$ cat src/hw/rtl/sed_pkg.sv
`default_nettype none

package sed_pkg;

    // job queue depth between parser and serializer
    localparam int QDEPTH = 4;
    localparam int QPTR_W = $clog2(QDEPTH);
    localparam int QCNT_W = $clog2(QDEPTH + 1);

    // character codes
    localparam logic [7:0] CH_BSLASH = 8'h5c;
    localparam logic [7:0] CH_N      = 8'h6e;
    localparam logic [7:0] CH_R      = 8'h72;
    localparam logic [7:0] CH_T      = 8'h74;
    localparam logic [7:0] CH_SQUOTE = 8'h27;
    localparam logic [7:0] CH_DQUOTE = 8'h22;
    localparam logic [7:0] CH_X      = 8'h78;
    localparam logic [7:0] CH_U      = 8'h75;
    localparam logic [7:0] CH_LBRACE = 8'h7b;
    localparam logic [7:0] CH_RBRACE = 8'h7d;
    localparam logic [7:0] CH_LF     = 8'h0a;
    localparam logic [7:0] CH_CR     = 8'h0d;
    localparam logic [7:0] CH_TAB    = 8'h09;

    // code point limits
    localparam logic [20:0] CP_MAX_1B  = 21'h00007f;
    localparam logic [20:0] CP_MAX_2B  = 21'h0007ff;
    localparam logic [20:0] CP_SUR_LO  = 21'h00d800;
    localparam logic [20:0] CP_SUR_HI  = 21'h00dfff;
    localparam logic [20:0] CP_MAX_3B  = 21'h00ffff;
    localparam logic [20:0] CP_MAX     = 21'h10ffff;

    typedef enum logic [2:0] {
        PH_NORMAL  = 3'd0,
        PH_ESC     = 3'd1,
        PH_X1      = 3'd2,
        PH_X2      = 3'd3,
        PH_UOPEN   = 3'd4,
        PH_UFIRST  = 3'd5,
        PH_UDIG    = 3'd6,
        PH_DISCARD = 3'd7
    } t_phase;

    typedef struct packed {
        logic [7:0] in_byte;
        logic       in_last;
    } t_in_item;

    typedef struct packed {
        logic [7:0] out_byte;
        logic       out_last;
        logic       error;
    } t_out_item;

    // one decoded input byte: up to four result bytes
    typedef struct packed {
        logic [3:0][7:0] bytes;
        logic [1:0]      last_idx;
        logic            last;
        logic            err;
    } t_job;

    typedef struct packed {
        logic [3:0][7:0] bytes;
        logic [2:0]      n;
    } t_enc;

    typedef struct packed {
        logic       ok;
        logic [3:0] val;
    } t_nib;

    function automatic t_nib hex_nibble(input logic [7:0] c);
        t_nib r;
        r = '0;
        if (c >= 8'h30 && c <= 8'h39) begin
            r.ok  = 1'b1;
            r.val = 4'(c - 8'h30);
        end else if (c >= 8'h61 && c <= 8'h66) begin
            r.ok  = 1'b1;
            r.val = 4'(c - 8'h57);
        end else if (c >= 8'h41 && c <= 8'h46) begin
            r.ok  = 1'b1;
            r.val = 4'(c - 8'h37);
        end
        return r;
    endfunction

    // utf-8 encode, n is zero for surrogates and out-of-range values
    function automatic t_enc utf8_encode(input logic [20:0] cp);
        t_enc r;
        r = '0;
        if (cp <= CP_MAX_1B) begin
            r.bytes[0] = cp[7:0];
            r.n        = 3'd1;
        end else if (cp <= CP_MAX_2B) begin
            r.bytes[0] = {3'b110, cp[10:6]};
            r.bytes[1] = {2'b10, cp[5:0]};
            r.n        = 3'd2;
        end else if (cp >= CP_SUR_LO && cp <= CP_SUR_HI) begin
            r.n = 3'd0;
        end else if (cp <= CP_MAX_3B) begin
            r.bytes[0] = {4'b1110, cp[15:12]};
            r.bytes[1] = {2'b10, cp[11:6]};
            r.bytes[2] = {2'b10, cp[5:0]};
            r.n        = 3'd3;
        end else if (cp <= CP_MAX) begin
            r.bytes[0] = {5'b11110, cp[20:18]};
            r.bytes[1] = {2'b10, cp[17:12]};
            r.bytes[2] = {2'b10, cp[11:6]};
            r.bytes[3] = {2'b10, cp[5:0]};
            r.n        = 3'd4;
        end
        return r;
    endfunction

endpackage

`default_nettype wire

$ cat src/hw/rtl/sed_front.sv
`default_nettype none

module sed_front (
    input  wire logic              i_clk,
    input  wire logic              i_rst_n,
    input  wire logic              i_in_valid,
    output logic                   o_in_stall,
    input  wire sed_pkg::t_in_item i_in,
    input  wire logic              i_cfg_valid,
    output logic                   o_cfg_ready,
    input  wire logic              i_cfg_data,
    input  wire logic              i_q_full,
    output logic                   o_q_push,
    output sed_pkg::t_job          o_q_job
);

    sed_pkg::t_phase r_phase, n_phase;
    logic [3:0]      r_nib, n_nib;
    logic [20:0]     r_acc, n_acc;
    logic            r_hex_cp;

    logic            accept;
    logic            bad;
    sed_pkg::t_enc   enc;
    sed_pkg::t_nib   nib;
    sed_pkg::t_enc   enc_in;
    logic [20:0]     enc_cp;
    logic            enc_use;
    logic [24:0]     acc_next;
    sed_pkg::t_phase ph_after;
    logic            err;

    assign o_in_stall  = i_q_full;
    assign o_cfg_ready = 1'b1;
    assign accept      = i_in_valid && !i_q_full;

    assign nib      = sed_pkg::hex_nibble(i_in.in_byte);
    assign acc_next = {r_acc, 4'h0} | {21'h0, nib.val};

    // code point to encode: \xHH value or the collected \u value
    assign enc_cp   = (r_phase == sed_pkg::PH_X2) ? {13'h0, r_nib, nib.val} : r_acc;
    assign enc_in   = sed_pkg::utf8_encode(enc_cp);

    // parse one byte
    always_comb begin
        n_phase = r_phase;
        n_nib   = r_nib;
        n_acc   = r_acc;
        bad     = 1'b0;
        enc     = '0;
        enc_use = 1'b0;
        unique case (r_phase)
            sed_pkg::PH_NORMAL: begin
                if (i_in.in_byte == sed_pkg::CH_BSLASH) begin
                    n_phase = sed_pkg::PH_ESC;
                end else begin
                    enc.bytes[0] = i_in.in_byte;
                    enc.n        = 3'd1;
                end
            end
            sed_pkg::PH_ESC: begin
                n_phase = sed_pkg::PH_NORMAL;
                priority if (i_in.in_byte == sed_pkg::CH_N) begin
                    enc.bytes[0] = sed_pkg::CH_LF;
                    enc.n        = 3'd1;
                end else if (i_in.in_byte == sed_pkg::CH_R) begin
                    enc.bytes[0] = sed_pkg::CH_CR;
                    enc.n        = 3'd1;
                end else if (i_in.in_byte == sed_pkg::CH_T) begin
                    enc.bytes[0] = sed_pkg::CH_TAB;
                    enc.n        = 3'd1;
                end else if (i_in.in_byte == sed_pkg::CH_BSLASH
                          || i_in.in_byte == sed_pkg::CH_SQUOTE
                          || i_in.in_byte == sed_pkg::CH_DQUOTE) begin
                    enc.bytes[0] = i_in.in_byte;
                    enc.n        = 3'd1;
                end else if (i_in.in_byte == sed_pkg::CH_X) begin
                    n_phase = sed_pkg::PH_X1;
                end else if (i_in.in_byte == sed_pkg::CH_U) begin
                    n_phase = sed_pkg::PH_UOPEN;
                end else begin
                    bad = 1'b1;
                end
            end
            sed_pkg::PH_X1: begin
                if (!nib.ok) begin
                    bad = 1'b1;
                end else begin
                    n_nib   = nib.val;
                    n_phase = sed_pkg::PH_X2;
                end
            end
            sed_pkg::PH_X2: begin
                if (!nib.ok) begin
                    bad = 1'b1;
                end else if (!r_hex_cp) begin
                    enc.bytes[0] = {r_nib, nib.val};
                    enc.n        = 3'd1;
                    n_phase      = sed_pkg::PH_NORMAL;
                end else begin
                    enc_use = 1'b1;
                    n_phase = sed_pkg::PH_NORMAL;
                end
            end
            sed_pkg::PH_UOPEN: begin
                if (i_in.in_byte == sed_pkg::CH_LBRACE) begin
                    n_acc   = '0;
                    n_phase = sed_pkg::PH_UFIRST;
                end else begin
                    bad = 1'b1;
                end
            end
            sed_pkg::PH_UFIRST: begin
                if (!nib.ok) begin
                    bad = 1'b1;
                end else begin
                    n_acc   = {17'h0, nib.val};
                    n_phase = sed_pkg::PH_UDIG;
                end
            end
            sed_pkg::PH_UDIG: begin
                if (i_in.in_byte == sed_pkg::CH_RBRACE) begin
                    enc_use = 1'b1;
                    if (enc_in.n == 3'd0) begin
                        bad = 1'b1;
                    end else begin
                        n_phase = sed_pkg::PH_NORMAL;
                    end
                end else if (!nib.ok) begin
                    bad = 1'b1;
                end else if (acc_next > {4'h0, sed_pkg::CP_MAX}) begin
                    bad = 1'b1;
                end else begin
                    n_acc = acc_next[20:0];
                end
            end
            sed_pkg::PH_DISCARD: begin
                n_phase = sed_pkg::PH_DISCARD;
            end
            default: begin
                n_phase = sed_pkg::PH_DISCARD;
            end
        endcase

        if (enc_use) begin
            enc = enc_in;
        end
        if (bad) begin
            n_phase = sed_pkg::PH_DISCARD;
            enc     = '0;
        end
        ph_after = n_phase;

        // end of string returns to the start state
        if (i_in.in_last) begin
            n_phase = sed_pkg::PH_NORMAL;
            n_nib   = '0;
            n_acc   = '0;
        end
    end

    // job for the serializer
    always_comb begin
        err       = i_in.in_last && (ph_after != sed_pkg::PH_NORMAL || enc.n == 3'd0);
        o_q_push  = accept && (enc.n != 3'd0 || i_in.in_last);
        o_q_job   = '0;
        o_q_job.last = i_in.in_last;
        o_q_job.err  = err;
        if (!err) begin
            o_q_job.bytes    = enc.bytes;
            o_q_job.last_idx = 2'(enc.n - 3'd1);
        end
    end

    // parser state
    always_ff @(posedge i_clk) begin
        if (!i_rst_n) begin
            r_phase <= sed_pkg::PH_NORMAL;
            r_nib   <= '0;
            r_acc   <= '0;
        end else if (accept) begin
            r_phase <= n_phase;
            r_nib   <= n_nib;
            r_acc   <= n_acc;
        end
    end

    // mode register
    always_ff @(posedge i_clk) begin
        if (!i_rst_n) begin
            r_hex_cp <= 1'b0;
        end else if (i_cfg_valid) begin
            r_hex_cp <= i_cfg_data;
        end
    end

endmodule

`default_nettype wire

$ cat src/hw/rtl/sed_queue.sv
`default_nettype none

module sed_queue (
    input  wire logic          i_clk,
    input  wire logic          i_rst_n,
    input  wire logic          i_push,
    input  wire sed_pkg::t_job i_job,
    output logic               o_full,
    input  wire logic          i_pop,
    output logic               o_empty,
    output sed_pkg::t_job      o_head
);

    sed_pkg::t_job                    r_mem [sed_pkg::QDEPTH];
    logic [sed_pkg::QPTR_W-1:0]       r_wptr;
    logic [sed_pkg::QPTR_W-1:0]       r_rptr;
    logic [sed_pkg::QCNT_W-1:0]       r_cnt;

    assign o_full  = (r_cnt == sed_pkg::QCNT_W'(sed_pkg::QDEPTH));
    assign o_empty = (r_cnt == '0);
    assign o_head  = r_mem[r_rptr];

    // entry storage
    always_ff @(posedge i_clk) begin
        if (i_push) begin
            r_mem[r_wptr] <= i_job;
        end
    end

    // pointers and fill count
    always_ff @(posedge i_clk) begin
        if (!i_rst_n) begin
            r_wptr <= '0;
            r_rptr <= '0;
            r_cnt  <= '0;
        end else begin
            if (i_push) begin
                r_wptr <= r_wptr + 1'b1;
            end
            if (i_pop) begin
                r_rptr <= r_rptr + 1'b1;
            end
            if (i_push && !i_pop) begin
                r_cnt <= r_cnt + 1'b1;
            end else if (i_pop && !i_push) begin
                r_cnt <= r_cnt - 1'b1;
            end
        end
    end

endmodule

`default_nettype wire

$ cat src/hw/rtl/sed_back.sv
`default_nettype none

module sed_back (
    input  wire logic          i_clk,
    input  wire logic          i_rst_n,
    input  wire logic          i_q_empty,
    input  wire sed_pkg::t_job i_q_head,
    output logic               o_q_pop,
    output logic               o_out_valid,
    input  wire logic          i_out_stall,
    output sed_pkg::t_out_item o_out
);

    logic [1:0]         r_idx;
    logic               r_ovalid;
    sed_pkg::t_out_item r_out;
    logic               load;
    logic               at_end;

    assign load        = !i_q_empty && (!r_ovalid || !i_out_stall);
    assign at_end      = (r_idx == i_q_head.last_idx);
    assign o_q_pop     = load && at_end;
    assign o_out_valid = r_ovalid;
    assign o_out       = r_out;

    // byte index within the head job
    always_ff @(posedge i_clk) begin
        if (!i_rst_n) begin
            r_idx    <= '0;
            r_ovalid <= 1'b0;
        end else begin
            if (load) begin
                r_idx <= at_end ? 2'd0 : r_idx + 2'd1;
            end
            if (load) begin
                r_ovalid <= 1'b1;
            end else if (!i_out_stall) begin
                r_ovalid <= 1'b0;
            end
        end
    end

    // output beat register
    always_ff @(posedge i_clk) begin
        if (load) begin
            r_out.out_byte <= i_q_head.bytes[r_idx];
            r_out.out_last <= i_q_head.last && at_end;
            r_out.error    <= i_q_head.err;
        end
    end

endmodule

`default_nettype wire

$ cat src/hw/rtl/string_escape_decoder_utf8.sv
// channel  | direction | handshake               | beat
// ---------+-----------+-------------------------+------------------------------
// in       | input     | i_in_valid / o_in_stall | t_in_item: in_byte, in_last
// out      | output    | o_out_valid / i_out_stall | t_out_item: out_byte, out_last, error
// cfg      | input     | i_cfg_valid / o_cfg_ready | i_cfg_data: hex_as_codepoint
//
// one input byte accepted per cycle unless the job queue is full; the parser hands
// a job of 1 to 4 bytes to a 4-entry queue, and the serializer sends one output
// beat per cycle unless i_out_stall holds it, so an escape expanding to k bytes
// takes k beats; each job goes through the queue, then the output beat register.
// synchronous active-low reset clears parser state, queue pointers and output valid.
// o_in_stall rises only while the job queue is full; cfg is always ready.
`default_nettype none

module string_escape_decoder_utf8 (
    input  wire logic               i_clk,
    input  wire logic               i_rst_n,
    input  wire logic               i_in_valid,
    output logic                    o_in_stall,
    input  wire sed_pkg::t_in_item  i_in,
    output logic                    o_out_valid,
    input  wire logic               i_out_stall,
    output sed_pkg::t_out_item      o_out,
    input  wire logic               i_cfg_valid,
    output logic                    o_cfg_ready,
    input  wire logic               i_cfg_data
);

    logic          q_push;
    logic          q_pop;
    logic          q_full;
    logic          q_empty;
    sed_pkg::t_job q_job;
    sed_pkg::t_job q_head;

    // parser
    sed_front u_front (
        .i_clk       (i_clk),
        .i_rst_n     (i_rst_n),
        .i_in_valid  (i_in_valid),
        .o_in_stall  (o_in_stall),
        .i_in        (i_in),
        .i_cfg_valid (i_cfg_valid),
        .o_cfg_ready (o_cfg_ready),
        .i_cfg_data  (i_cfg_data),
        .i_q_full    (q_full),
        .o_q_push    (q_push),
        .o_q_job     (q_job)
    );

    // job queue
    sed_queue u_queue (
        .i_clk   (i_clk),
        .i_rst_n (i_rst_n),
        .i_push  (q_push),
        .i_job   (q_job),
        .o_full  (q_full),
        .i_pop   (q_pop),
        .o_empty (q_empty),
        .o_head  (q_head)
    );

    // serializer
    sed_back u_back (
        .i_clk       (i_clk),
        .i_rst_n     (i_rst_n),
        .i_q_empty   (q_empty),
        .i_q_head    (q_head),
        .o_q_pop     (q_pop),
        .o_out_valid (o_out_valid),
        .i_out_stall (i_out_stall),
        .o_out       (o_out)
    );

endmodule

`default_nettype wire

$ cat config.mk
export PLATFORM = sky130hd
export DESIGN_NAME = string_escape_decoder_utf8
export DESIGN_NICKNAME = d
export VERILOG_FILES = /design/src/hw/rtl/sed_pkg.sv /design/src/hw/rtl/sed_front.sv /design/src/hw/rtl/sed_queue.sv /design/src/hw/rtl/sed_back.sv /design/src/hw/rtl/string_escape_decoder_utf8.sv
export SDC_FILE = /design/constraint.sdc
export NUM_CORES = 1
export LEC_CHECK = 0
export ABC_AREA = 1
export BUFFER_PORTS_ARGS = -buffer_cell sky130_fd_sc_hd__buf_2
export CAP_MARGIN = 30
export CORE_UTILIZATION = 35
export CTS_BUF_LIST = sky130_fd_sc_hd__clkbuf_4 sky130_fd_sc_hd__clkbuf_8 sky130_fd_sc_hd__clkbuf_16
export DETAILED_ROUTE_END_ITERATION = 10
export PLACE_DENSITY = 0.52
export SYNTH_ARGS = -nofsm -noshare
export SYNTH_HDL_FRONTEND = slang
export SYNTH_HIERARCHICAL = 1
export SYNTH_SLANG_ARGS = --single-unit
$ cat constraint.sdc
create_clock -name i_clk -period 4.3 [get_ports i_clk]
set_input_delay 0.215 -clock i_clk [delete_from_list [all_inputs] [get_ports i_clk]]
set_output_delay 0.215 -clock i_clk [all_outputs]
set_load 0.01 [all_outputs]
==> flow_summary.ini <==
[timing]
final.setup_skew_ps = 17.4
rsz0062_at_grt = false
finalHoldViolCount = 0
setup_tns_ps = 0
fmax_mhz = 262
tightest_slew_ps = 770
max-slew-margin-rel_pct = 48.1
fin_crit_ps = 3820
slew_viol_final = 0
setup_viol_count_final = 0
fin_crit_sh_pct = 88.7

[clocking]
htree_levels = 4
worstSkewPairLatency_ps = 440
cts_resized = 0
cts_made_buffers = 17
cts_buffer_depth = 2
clkTransAtPathRegs_ps = 80
cts_sinks = 195
root_buffer = clkbuf_16
tritoncts = done

[worst_setup_path]
critPathRequiredTime_ps = 4620
end_kind = flip-flop
ff2ff_path_depth = 21
cp_max_fo = 24
cp_data_arrival_time_ps = 4140
start_kind = flip-flop
crit_type = reg -> reg

[detailed_routing]
viasPerCell = 5.10
firstDrtPassIters = 5
antenna_left = 0
num_vias = 7226
routed_wl_mm = 25.0
wl_per_cell_microns = 17.6
drtIter0Drc = 626
route.detailed.drc = 0

[status]
status = finished, final reports clean

[floorplanning]
die_h_microns = 169
initial_core_util_pct = 35.9
dieArea_sq_um = 28400
die_w_microns = 169
num_rows = 60
core_area_sq_um = 27100
top_level_ports = 28

[synthesis]
async_flop_share_pct = 0
syn_inst = 1028
synth_warnings = 6
avgSynthCellArea_sq_um = 9.46
synth_edf_count = 154
ys_seq_area_share_pct = 56.0
synth_seq_cells = 195
synthDistinctLibCells = 46
yosys_most_used_dff = edfxtp_1
netlist_area_sq_um = 9720

[placement]
portBuffers = 26
gp_congestion = 0.909
hpwl_mm = 16.4

[power]
p_leak_nw = 3.95
p_per_area_nw_per_um2 = 532
ir_drop_mv = 0.265

[worst_hold_path]
min_path_cells = 3
hold_path_class = in -> reg

[flow_run]
maxCapViolCount = 0

[grt]
grt_use_total_pct = 18.0
grt_max_degree = 73
grt_pass1_vias = 6894
globalRouteOverflowTotal = 0
antenna_found_initial = 0
grt_pass1_wl_mm = 39.2

[final_layout]
postLayoutCoreUtil_pct = 39.3
nNetsFinal = 1059
syn2layout_area_growth_pct = 9.63
drive_gt1_share_pct = 13.9
antennaDiodeCount = 0
[layout by cell type, fill, tap and decap left out, types with 33 or more instances in the layout]
cell type,count
nor2_1,174
edfxtp_1,154
nand2_1,113
inv_1,92
o21ai_0,74
o21ai_1,63
o22ai_1,55
a21oi_1,45
dfxtp_1,40
nand3_1,33
[per-stage QoR]
stage	std cells	setup slack (ps)	cell area [sq um]	power (W)	hold WS, ps
2_1_floorplan	1030	1070	9730	0.00365	336
3_3_place_gp	1385	646	10000	0.00405	432
3_5_place_dp	1385	550	10000	0.00406	432
4_1_cts	1418	535	10700	0.00571	9.11
5_1_grt	1418	168	10700	0.00598	40.1
6_report	1418	484	10700	0.00567	16.5
[report_power, final]
part	internal (W)	switching (W)	leakage [nW]
combinational	0.000464	0.00111	1.88
clock	0.000890	0.000767	0.305
sequential	0.00233	0.000106	1.77
total	0.00369	0.00198	3.95
[path summary, 6_finish.rpt]
| path | startpoint | to | slack, ps |
|---|---|---|---|
| worst max register to register | u_front/r_phase[0] | u_queue/r_cnt[1] | 480 |
| worst min-delay path | i_cfg_valid | u_front/r_hex_cp | 20 |
| worst min register to register | u_queue/r_rptr[1] | u_queue/r_rptr[1] | 460 |
| worst max-delay path | u_front/r_phase[0] | u_queue/r_cnt[1] | 480 |
[final cells by class]
class	count	area, sq um
Fill cell	2713	16400
Sequential cell	195	5450
Multi-Input combinational cell	674	3450
Tap cell	372	465
Clock buffer	17	425
Inverter	109	422
Timing Repair Buffer	36	258
Clock inverter	15	189
[cell usage after synthesis (10+ instances only)]
library cell	n	area, sq um
nor2_1	174	653
edfxtp_1	154	4620
nand2_1	113	424
inv_1	92	345
o21ai_0	74	370
o21ai_1	63	315
o22ai_1	55	344
a21oi_1	45	225
dfxtp_1	41	821
nand3_1	33	165
nor2_2	24	150
buf_6	20	225
buf_2	16	80.1
nand2_2	15	93.8
buf_4	12	90.1
inv_2	12	45.0
ha_1	10	125
nand4_1	10	62.6
[registers in the layout, indices dropped and copies added, names as in the netlist, named ones only]
signal and cells:
u_queue/r_mem 144, u_front/r_acc 21, u_back/o_out 10, u_front/r_nib 4
u_front/r_phase 3, u_queue/r_cnt 3, u_back/r_idx 2, u_queue/r_rptr 2
u_queue/r_wptr 2, u_back/o_out_valid 1, u_front/r_hex_cp 1
[worst max-delay path: stages, from the launching register on]
cell	delay, ps
dfxtp_1	490
nand2_2	140
nor2_4	430
nor2_1	150
nor2_1	130
nand3_1	90
inv_2	90
nand2_2	180
inv_2	160
o21ai_0	90
nand2_1	60
nand4_1	120
inv_1	90
ha_1	140
o21ai_1	90
o21ai_0	160
inv_1	120
ha_1	230
inv_1	90
fa_1	410
o21ai_0	160
nor2_1	50
[layer usage]
metal | wire length, microns | share of wire (%) | global-route usage (%)
met1 | 12000 | 48 | 24.9
met2 | 11300 | 45 | 28.9
met3 | 1190 | 4.8 | 3.39
met4 | 513 | 2.1 | 4.98
met5 | 0 | 0 | 0
[logic make-up after synthesis]
| family | share of synthesized area, % |
|---|---|
| adders and majority gates | 1.49 |
| and+or+nand+nor | 18.8 |
| DFF | 56.0 |
| AOI/OAI and AO/OA | 15.1 |
| other | 0.0772 |
| buffers and inverters | 8.56 |
[timing repair]
action                                 4_1_cts  5_1_grt
hold buffers                                 1        0
setup buffers                                0        0
endpoints found under the hold margin        1        0
No activity file was read; power rests on OpenSTA's default activity.
